--- config.mk ---
export PLATFORM = sky130hd
export DESIGN_NAME = fsc_mac
export DESIGN_NICKNAME = d
export VERILOG_FILES = /design/src/hw/rtl/fsc_pkg.sv /design/src/hw/rtl/fsc_mac.sv
export SDC_FILE = /design/constraint.sdc
export NUM_CORES = 2
export LEC_CHECK = 0
export BUFFER_PORTS_ARGS = -buffer_cell sky130_fd_sc_hd__buf_2
export CAP_MARGIN = 0
export CORE_ASPECT_RATIO = 0.75
export CORE_UTILIZATION = 50
export CTS_CLUSTER_SIZE = 30
export DETAILED_ROUTE_END_ITERATION = 8
export GPL_TIMING_DRIVEN = 0
export PLACE_DENSITY = 0.69
export SYNTH_ARGS = -nofsm -noshare
export SYNTH_HDL_FRONTEND = slang
export SYNTH_SLANG_ARGS = --single-unit
--- constraint.sdc ---
create_clock -name clk -period 14.8 [get_ports clk]
set_input_delay 1.48 -clock clk [delete_from_list [all_inputs] [get_ports clk]]
set_output_delay 1.48 -clock clk [all_outputs]
set_load 0.1 [all_outputs]
--- src/hw/rtl/fsc_pkg.sv ---
package fsc_pkg;

  localparam int DATA_WIDTH_DEF = 32;
  localparam int FRAC_BITS_DEF  = 16;
  localparam int PLANE_COUNT    = 5;

  typedef enum logic [1:0] {
    OP_LOAD_CAM = 2'd0,
    OP_BUILD    = 2'd1,
    OP_LOAD_WLD = 2'd2,
    OP_TEST     = 2'd3
  } op_t;

  localparam logic REG_CULL_ENABLE = 1'b0;
  localparam logic REG_EDGE_BIAS   = 1'b1;

  // left, right, bottom, top, far (near is never built)
  localparam logic [1:0] PLANE_ROW [PLANE_COUNT] = '{2'd0, 2'd0, 2'd1, 2'd1, 2'd2};
  localparam logic       PLANE_NEG [PLANE_COUNT] = '{1'b0, 1'b1, 1'b0, 1'b1, 1'b1};

  typedef enum logic [1:0] {
    ACC_HOLD = 2'd0,
    ACC_LOAD = 2'd1,
    ACC_ADD  = 2'd2
  } acc_op_t;

  typedef struct packed {
    logic    mul_en;
    acc_op_t acc_op;
    logic    trunc;
  } mac_ctl_t;

  typedef enum logic {
    RD_SQRT = 1'b0,
    RD_DIV  = 1'b1
  } rd_mode_t;

  typedef struct packed {
    logic        start;
    rd_mode_t    mode;
    logic [63:0] num;
    logic [31:0] den;
  } rd_req_t;

endpackage

--- src/hw/rtl/fsc_mac.sv ---
// Shared multiply-accumulate: registered product, then a wide add.
module fsc_mac #(
  parameter int FRAC_BITS = fsc_pkg::FRAC_BITS_DEF
) (
  input  logic                clk,
  input  fsc_pkg::mac_ctl_t   ctl,
  input  logic signed [32:0]  a,
  input  logic signed [32:0]  b,
  input  logic signed [67:0]  init,
  output logic signed [67:0]  acc
);
  import fsc_pkg::*;

  localparam logic signed [65:0] ROUND = (66'sd1 <<< FRAC_BITS) - 66'sd1;

  logic signed [65:0] prod;
  logic signed [65:0] prod_adj;
  logic signed [67:0] term;

  // truncate toward zero: bias negatives before the arithmetic shift
  assign prod_adj = prod + (prod[65] ? ROUND : 66'sd0);
  assign term     = ctl.trunc ? 68'(prod_adj >>> FRAC_BITS) : 68'(prod);

  always_ff @(posedge clk) begin
    if (ctl.mul_en) begin
      prod <= a * b;
    end
    case (ctl.acc_op)
      ACC_LOAD: acc <= init;
      ACC_ADD:  acc <= acc + term;
      default:  acc <= acc;
    endcase
  end

endmodule

==> impl_metrics.ini <==
[run_status]
outcome = finished clean

[layout]
syn_to_final_growth_pct = 6.68
fin_util_pct = 54.0
drive_gt1_share_pct = 5.80
nets = 7125
final_common_cell = inv_1
fillers = 9143
layout_common_cells = 1168 x inv_1, 1145 x fa_1, 625 x nand2_1, 556 x and2_1, 300 x ha_1

[routing]
vias_per_cell = 5.67
detail_route.first_pass.iterations = 6
dr.first_iter.drc_count = 4304
finalWirelength_mm = 180
drc = 0
ant_nets = 0
avgRoutedWirePerCell_um = 26.1
vias = 39000

[place]
portBuffers = 205
place_congestion = 1.11
place_hpwl_mm = 150

[clock_network]
cts_buffers = 17
cts_root_buffer = clkbuf_16
cts_resized = 0
holdBufCountCts = 0
cts_buffer_depth = 2
cts_sinks = 134
tritoncts = yes
h-tree-depth = 4
cts_setup_buffers = 0
clk_pin_slew_ns = 0.06
clk_latency_ns = 0.44

[grt]
grt_pass1_wl_mm = 263
grt_pass1_vias = 40200
grt_overflow_total = 0
antenna_found_initial = 15
grt.total_usage_pct = 36.8
grt_max_degree = 67

[sta]
rsz0062_at_grt = no
finalSetupViolations = 0
fin_worst_skew_ns = 0.0120
fin_tns_setup_ns = 0
max-slew-margin-rel_pct = 1.74
drv_slew = 0
period_needed_ns = 11.21
hold_viol = 0
tightest_slew_ns = 1.47
fmax_mhz = 89.2
finalCritPeriodShare_pct = 75.7

[worst_setup_path]
crit_buf_inv = 10
crit_top_cell = fa_1
slowest_delay_ns = 1.08
cp-start-kind = input pin
critical-path-top-delay-family = adder cells
rr_worst_depth = 25
reg2reg_slack_ns = 7.90
crit_required_ns = 15.06
r2r_start = prod[65]
cp-end-kind = flop
cp_max_fo = 10
r2r_end = acc[60]
cp_slowest_cell = clkbuf_1
setup.worst_path.class = in2reg
arrival_ns = 11.47

[worst_hold_path]
min_to = acc[0]
min_from = acc[0]
hold_path_depth = 2
hp-class = reg2reg

[synthesis]
syn_nets = 6900
synth_edf_count = 134
synth_area_sq_um = 49400
synth_flop_cell = edfxtp_1
synthArstFlopShare_pct = 0
ys_warn_count = 0
ys_seq_area_share_pct = 8.15
synthCells = 5315
yosysUniqueCellTypes = 75
avgSynthCellArea_sq_um = 9.29
synth-seq-cells = 134

[floorplanning]
std_cell_rows = 99
coreArea_sq_um = 97600
num_io_pins = 207
die_y_um = 274
die_w_um = 365
start_util_pct = 50.6
die-area_sq_um = 100000

[flow_run]
maxCapViolCount = 0
worst register-to-register path, stage by stage, from the launching register on:
cell      delay [ns]
edfxtp_1        0.94
ha_1            0.42
a21o_1          0.16
a21o_1          0.17
a211o_1         0.34
o41ai_4         0.50
nor2_1          0.12
buf_2           0.21
nand4_1         0.18
nor2_1          0.09
buf_2           0.18
nand3_1         0.11
xor2_1          0.19
a21oi_1         0.13
ha_1            0.32
clkbuf_1        0.19
a21oi_1         0.25
o21ai_0         0.10
a21oi_1         0.32
o21ai_0         0.17
a31oi_1         0.28
nor3_1          0.10
a311oi_1        0.59
a21oi_1         0.20
o21a_1          0.21
o31ai_1         0.25
worst max-delay path by stage:
stage                     start  endpoint  slack (ns)  cells past startpoint
after floorplan            b[0]  prod[65]        5.70                     22
after global placement    a[32]  prod[65]        3.26                     24
after detailed placement   b[6]  prod[65]        3.42                     26
after CTS                  b[6]  prod[65]        3.87                     26
after global routing       b[6]  prod[65]        3.09                     26
final                      b[6]  prod[65]        3.59                     26
per-stage QoR:
stage	worst slack (ns)	instance area, sq um	hold slack, ns	instances
5_1_grt	3.09	52700	0.746	6868
3_5_place_dp	3.42	52100	0.697	6834
3_3_place_gp	3.26	52100	0.682	6833
6_report	3.59	52700	0.706	6880
2_1_floorplan	5.70	49400	0.783	5315
4_1_cts	3.87	52700	0.712	6866
state kept, by name, indices dropped and copies added (netlist names):
register	count
prod	66
acc	68
synthesized netlist by cell type (all sizes together), types with 3 or more instances:
| master | instances | area (sq um) |
|---|---|---|
| a211o | 4 | 35.0 |
| o311ai | 5 | 43.8 |
| o31a | 3 | 26.3 |
| buf | 5 | 25.0 |
| edfxtp | 134 | 4020 |
| xnor2 | 108 | 946 |
| a31o | 3 | 26.3 |
| nor2 | 121 | 454 |
| or4 | 4 | 30.0 |
| a221oi | 3 | 26.3 |
| inv | 1169 | 4390 |
| o21ai | 79 | 399 |
| and2 | 557 | 3490 |
| o211ai | 7 | 52.6 |
| nor4 | 5 | 37.5 |
| nand2b | 21 | 131 |
| a31oi | 20 | 146 |
| clkbuf | 256 | 961 |
| nand2 | 625 | 2350 |
| o21bai | 28 | 210 |
| o41ai | 5 | 70.1 |
| nand3b | 3 | 22.5 |
| nor3 | 29 | 155 |
| xor2 | 75 | 657 |
| and4 | 7 | 61.3 |
| o21a | 34 | 255 |
| a21o | 57 | 428 |
| a21boi | 7 | 52.6 |
| o31ai | 12 | 104 |
| a2111oi | 3 | 26.3 |
| fa | 1146 | 22900 |
| mux2 | 54 | 608 |
| and3 | 20 | 125 |
| nand4 | 49 | 307 |
| ha | 300 | 3750 |
| nor2b | 49 | 307 |
| a21oi | 220 | 1110 |
| nand3 | 46 | 230 |
| a311oi | 4 | 41.3 |
| a211oi | 11 | 87.6 |
final cells by class:
type | count | area, sq um | share of cell area [%]
multi-input combinational | 3751 | 40000 | 75.9
inverter | 1169 | 4390 | 8.33
sequential | 134 | 4020 | 7.64
tap | 1313 | 1640 | 3.12
timing repair buffer | 206 | 1050 | 1.99
buffer | 261 | 986 | 1.87
clock buffer | 17 | 425 | 0.807
clock inverter | 15 | 145 | 0.275
antenna | 14 | 35.0 | 0.0665
layer usage:
layer  GRT usage (%)  up-vias  wire length, um
li1                -    16500                -
met4            13.8       16             8460
met3            17.0      461            28600
met2            52.0     2616            71900
met1            49.1    19400            70800
met5               0        -              108
kinds of logic (layout without fill, tap and decap cells):
| family | after synthesis | in the layout | share of synthesized area [%] |
|---|---|---|---|
| muxes | 56 | 56 | 1.27 |
| and+or+nand+nor | 1542 | 1542 | 15.7 |
| AOI/OAI and AO/OA | 524 | 524 | 6.74 |
| other | 0 | 14 | 0 |
| xor gates and xnor gates | 183 | 183 | 3.25 |
| buffers and inverters | 1430 | 1668 | 10.9 |
| adders and majority gates | 1446 | 1446 | 54.0 |
| DFF | 134 | 134 | 8.15 |
Power is left out: the tool's default activity adds up to more than one toggle a clock period on the data nets, which glitch-free logic cannot reach.
