**config.mk**
```make
export PLATFORM = sky130hd
export DESIGN_NAME = fsc_rootdiv
export DESIGN_NICKNAME = d
export VERILOG_FILES = /design/src/hw/rtl/fsc_pkg.sv /design/src/hw/rtl/fsc_rootdiv.sv
export SDC_FILE = /design/constraint.sdc
export NUM_CORES = 1
export LEC_CHECK = 0
export BUFFER_PORTS_ARGS = -buffer_cell sky130_fd_sc_hd__clkbuf_2
export CAP_MARGIN = 5
export CORE_MARGIN = 2
export CORE_UTILIZATION = 55
export CTS_CLUSTER_DIAMETER = 40
export DETAILED_ROUTE_END_ITERATION = 16
export GPL_TIMING_DRIVEN = 0
export MAX_ROUTING_LAYER = met4
export PLACE_DENSITY = 0.77
export REMOVE_ABC_BUFFERS = 1
export SETUP_SLACK_MARGIN = 0.15
export SLEW_MARGIN = 20
export SYNTH_ARGS = -nofsm -noshare
export SYNTH_HDL_FRONTEND = slang
export SYNTH_SLANG_ARGS = --single-unit
```
**constraint.sdc**
```tcl
create_clock -name clk -period 11.7 [get_ports clk]
set_input_delay 2.34 -clock clk [delete_from_list [all_inputs] [get_ports clk]]
set_output_delay 2.34 -clock clk [all_outputs]
set_load 0.01 [all_outputs]
```
**src/hw/rtl/fsc_pkg.sv**
```systemverilog
package fsc_pkg;

  localparam int DATA_WIDTH_DEF = 32;
  localparam int FRAC_BITS_DEF  = 16;
  localparam int PLANE_COUNT    = 5;

  typedef enum logic [1:0] {
    OP_LOAD_CAM = 2'd0,
    OP_BUILD    = 2'd1,
    OP_LOAD_WLD = 2'd2,
    OP_TEST     = 2'd3
  } op_t;

  localparam logic REG_CULL_ENABLE = 1'b0;
  localparam logic REG_EDGE_BIAS   = 1'b1;

  // left, right, bottom, top, far (near is never built)
  localparam logic [1:0] PLANE_ROW [PLANE_COUNT] = '{2'd0, 2'd0, 2'd1, 2'd1, 2'd2};
  localparam logic       PLANE_NEG [PLANE_COUNT] = '{1'b0, 1'b1, 1'b0, 1'b1, 1'b1};

  typedef enum logic [1:0] {
    ACC_HOLD = 2'd0,
    ACC_LOAD = 2'd1,
    ACC_ADD  = 2'd2
  } acc_op_t;

  typedef struct packed {
    logic    mul_en;
    acc_op_t acc_op;
    logic    trunc;
  } mac_ctl_t;

  typedef enum logic {
    RD_SQRT = 1'b0,
    RD_DIV  = 1'b1
  } rd_mode_t;

  typedef struct packed {
    logic        start;
    rd_mode_t    mode;
    logic [63:0] num;
    logic [31:0] den;
  } rd_req_t;

endpackage

```
**src/hw/rtl/fsc_rootdiv.sv**
```systemverilog
// Serial root / divide: one root bit (from two radicand bits) or one quotient bit per cycle.
module fsc_rootdiv (
  input  logic            clk,
  input  logic            rst,
  input  fsc_pkg::rd_req_t req,
  output logic            done,
  output logic [63:0]     result
);
  import fsc_pkg::*;

  logic [34:0] rem;
  logic [34:0] rem_sh;
  logic [34:0] trial;
  logic [63:0] src;
  logic [31:0] den;
  rd_mode_t    mode;
  logic [5:0]  count;
  logic        running;
  logic        ge;
  logic        last;

  always_comb begin
    if (mode == RD_SQRT) begin
      rem_sh = {rem[32:0], src[63:62]};
      trial  = {1'b0, result[31:0], 2'b01};
      last   = (count == 6'd31);
    end else begin
      rem_sh = {rem[33:0], src[63]};
      trial  = {3'b000, den};
      last   = (count == 6'd63);
    end
    ge = (rem_sh >= trial);
  end

  always_ff @(posedge clk) begin
    if (rst) begin
      running <= 1'b0;
      done    <= 1'b0;
    end else begin
      done <= 1'b0;
      if (req.start) begin
        running <= 1'b1;
        count   <= '0;
        rem     <= '0;
        result  <= '0;
        src     <= req.num;
        den     <= req.den;
        mode    <= req.mode;
      end else if (running) begin
        rem    <= ge ? (rem_sh - trial) : rem_sh;
        result <= {result[62:0], ge};
        src    <= (mode == RD_SQRT) ? {src[61:0], 2'b00} : {src[62:0], 1'b0};
        count  <= count + 6'd1;
        if (last) begin
          running <= 1'b0;
          done    <= 1'b1;
        end
      end
    end
  end

endmodule

```
==> qor.yml <==
outcome: "complete, no violations"
clockRootBuffer: "clkbuf_16"
net-switching-power_mw: 0.654
maxCapViolations: 0
htree_levels: 1
critPathMaxFanout: 23
setup.worst_path.end_class: "flip-flop"
vias_per_cell: 5.43
dp_hpwl_mm: 15.5
die_area_um2: 21300
ios: 165
p_leak_nw: 5.61
hold_viol: 0
power_frac_clock_pct: 39.2
synth-seq-area-share_pct: 54.8
cts_buffer_depth: 3
min-delay-path-class: "reg2reg"
fin_ws_ns: 6.88
syn_to_final_growth_pct: 22.1
syn_area_um2: 11100
drive_gt1_share_pct: 24.5
maxUsedRoutingLayer: "met4"
wl_met3_um: 938
p_int_mw: 1.73
final_cell_mix: "edfxtp_1, clkbuf_2, mux2i_1"
async_flop_share_pct: 0
placedCellCount: 1338
critical_path_arrival_ns: 5.21
fin_cells: 1395
grt_pass1_vias: 7495
finalClockSkew_ns: 0.0136
seqPwrFrac_pct: 38.2
wl_met1_mm: 10.4
die_width_um: 146
power.density_nw_per_um2: 176
path_class: "reg2reg"
synth.distinct_cells: 55
period_minus_slack_ns: 4.82
grt_max_degree: 123
clk_latency_ns: 0.55
report.final.slew_viol_count: 0
route.detailed.wl_per_inst_um: 15.9
final.setup.tns_ns: 0
peakVddDrop_mv: 0.125
overflow: 0
drc_errors: 0
std_cell_rows: 51
final_nets: 1242
antenna_found_initial: 0
fill_cells: 1470
combPwrFrac_pct: 22.6
synth_cells: 941
required_ns: 12.09
die_y_um: 146
synth_ff_type: "edfxtp_1"
tightest_slew_ns: 0.888
finalSetupViolations: 0
layout_commonest_cell: "edfxtp_1"
postCtsSetupRepairBufs: 0
start_util_pct: 56.6
dr_wl_met2_mm: 10.4
synth_seq_cells: 203
place.gp.congestion: 0.840
cts_resized: 0
clock-sinks: 203
grtUsageTotal_pct: 21.5
ctsHoldBuffers: 0
slew_headroom_pct: 40.8
dpl_worst_slack_ns: 6.76
switching_share_pct: 27.5
numCtsBuffers: 31
portBuffers: 164
drtPass1Iterations: 5
start_kind: "flip-flop"
core_region_area_um2: 19600
drtIter0Drc: 385
finalCritPeriodShare_pct: 41.2
synth_edf_count: 201
cts_tree: "built"
syn_area_per_cell_um2: 11.8
antenna_left: 0
num_vias: 7573
fmax_mhz: 208
rsz0062_at_grt: "false"
route.final.wire_length_mm: 22.1
grt_pass1_wl_mm: 37.0
clk_pin_slew_ns: 0.05
diodes: 0
yosysWarnings: 0
-- power groups by stage --
| stage | Sequential [mW] | Clock [mW] | Combinational, mW |
|---|---|---|---|
| floorplan | 0.937 | 0 | 0.381 |
| global placement | 0.946 | 0 | 0.502 |
| detailed placement | 0.923 | 0 | 0.535 |
| CTS | 0.909 | 0.949 | 0.540 |
| global route | 0.916 | 0.980 | 0.604 |
| finish | 0.909 | 0.934 | 0.538 |
-- critical path, stage by stage (launching register included) --
cell	delay, ns
edfxtp_1	0.93
buf_16	0.24
buf_16	0.17
buf_8	0.19
buf_8	0.19
mux2i_1	0.37
inv_1	0.08
ha_1	0.31
nor2b_1	0.19
o21bai_1	0.10
a21boi_1	0.33
o21ai_2	0.14
a31oi_2	0.25
o21a_2	0.25
a31oi_4	0.19
buf_16	0.22
or3_1	0.37
a21oi_1	0.14
-- synth_stat cells, drive strengths merged, types with 2 or more instances --
| cell type | count | area, um^2 |
|---|---|---|
| a211oi | 7 | 52.6 |
| a21boi | 5 | 37.5 |
| a21o | 20 | 150 |
| a21oi | 32 | 164 |
| a31oi | 10 | 83.8 |
| and2 | 3 | 18.8 |
| buf | 14 | 82.6 |
| clkbuf | 38 | 143 |
| dfxtp | 2 | 40.0 |
| edfxtp | 201 | 6040 |
| ha | 35 | 438 |
| inv | 18 | 67.6 |
| mux2 | 32 | 360 |
| mux2i | 122 | 1220 |
| nand2 | 88 | 330 |
| nand2b | 13 | 81.3 |
| nand3 | 10 | 50.1 |
| nand4 | 5 | 31.3 |
| nor2 | 55 | 206 |
| nor2b | 73 | 457 |
| nor3 | 8 | 40.0 |
| nor4 | 3 | 18.8 |
| o211ai | 6 | 45.0 |
| o21a | 4 | 31.3 |
| o21ai | 78 | 394 |
| o21bai | 6 | 45.0 |
| or3 | 7 | 43.8 |
| xnor2 | 21 | 184 |
| xor2 | 9 | 78.8 |
-- logic make-up (layout without fill, tap and decap cells) --
kind of cell | count (synthesis) | in the layout | share of synthesized area, %
AOI/OAI and AO/OA | 178 | 178 | 9.87
xor gates and xnor gates | 30 | 30 | 2.37
adders and majority gates | 36 | 36 | 4.13
buffers and inverters | 70 | 259 | 2.64
DFF | 203 | 203 | 54.8
muxes | 154 | 154 | 14.3
and+or+nand+nor | 270 | 270 | 11.9
-- final timing paths --
kind                start  endpoint  slack (ns)  depth (start not counted)
setup / recovery     mode   rem[31]        6.88                         17
hold / removal    running      done        0.48                          1
setup reg to reg     mode   rem[31]        6.88                         17
hold reg to reg   running      done        0.48                          1
-- state kept, by name (all words and copies together) (netlist names) --
name     flops
count        6
done         1
running      1
result      64
src         64
rem         34
den         32
mode         1
-- area by class of cell --
type                    instances  area, um^2  area share [%]
multi-input cells             668        4730            34.9
clock inverters                23         279            2.06
inverters                      18        67.6           0.499
clock buffers                  34         787            5.81
flip-flops and latches        203        6080            44.9
well taps                     265         332            2.45
repair buffers                184        1270            9.35
-- metrics by stage --
stage	utilization [%]	power [mW]	hold WS [ns]	instance area, um^2
3_3_place_gp	61.3	1.45	0.464	12000
5_1_grt	69.1	2.50	0.495	13500
3_5_place_dp	63.7	1.46	0.473	12500
2_1_floorplan	-	1.32	0.454	10900
4_1_cts	69.1	2.40	0.483	13500
6_report	69.1	2.38	0.478	13500
-- per-layer routing --
| metal | vias to the layer above | track usage, % |
|---|---|---|
| li1 | 3789 | - |
| met1 | 3580 | 29.8 |
| met2 | 170 | 33.9 |
| met3 | 34 | 3.26 |
| met4 | 0 | 4.51 |
| met5 | - | - |
Note: power is estimated with default switching activity, not from simulation.
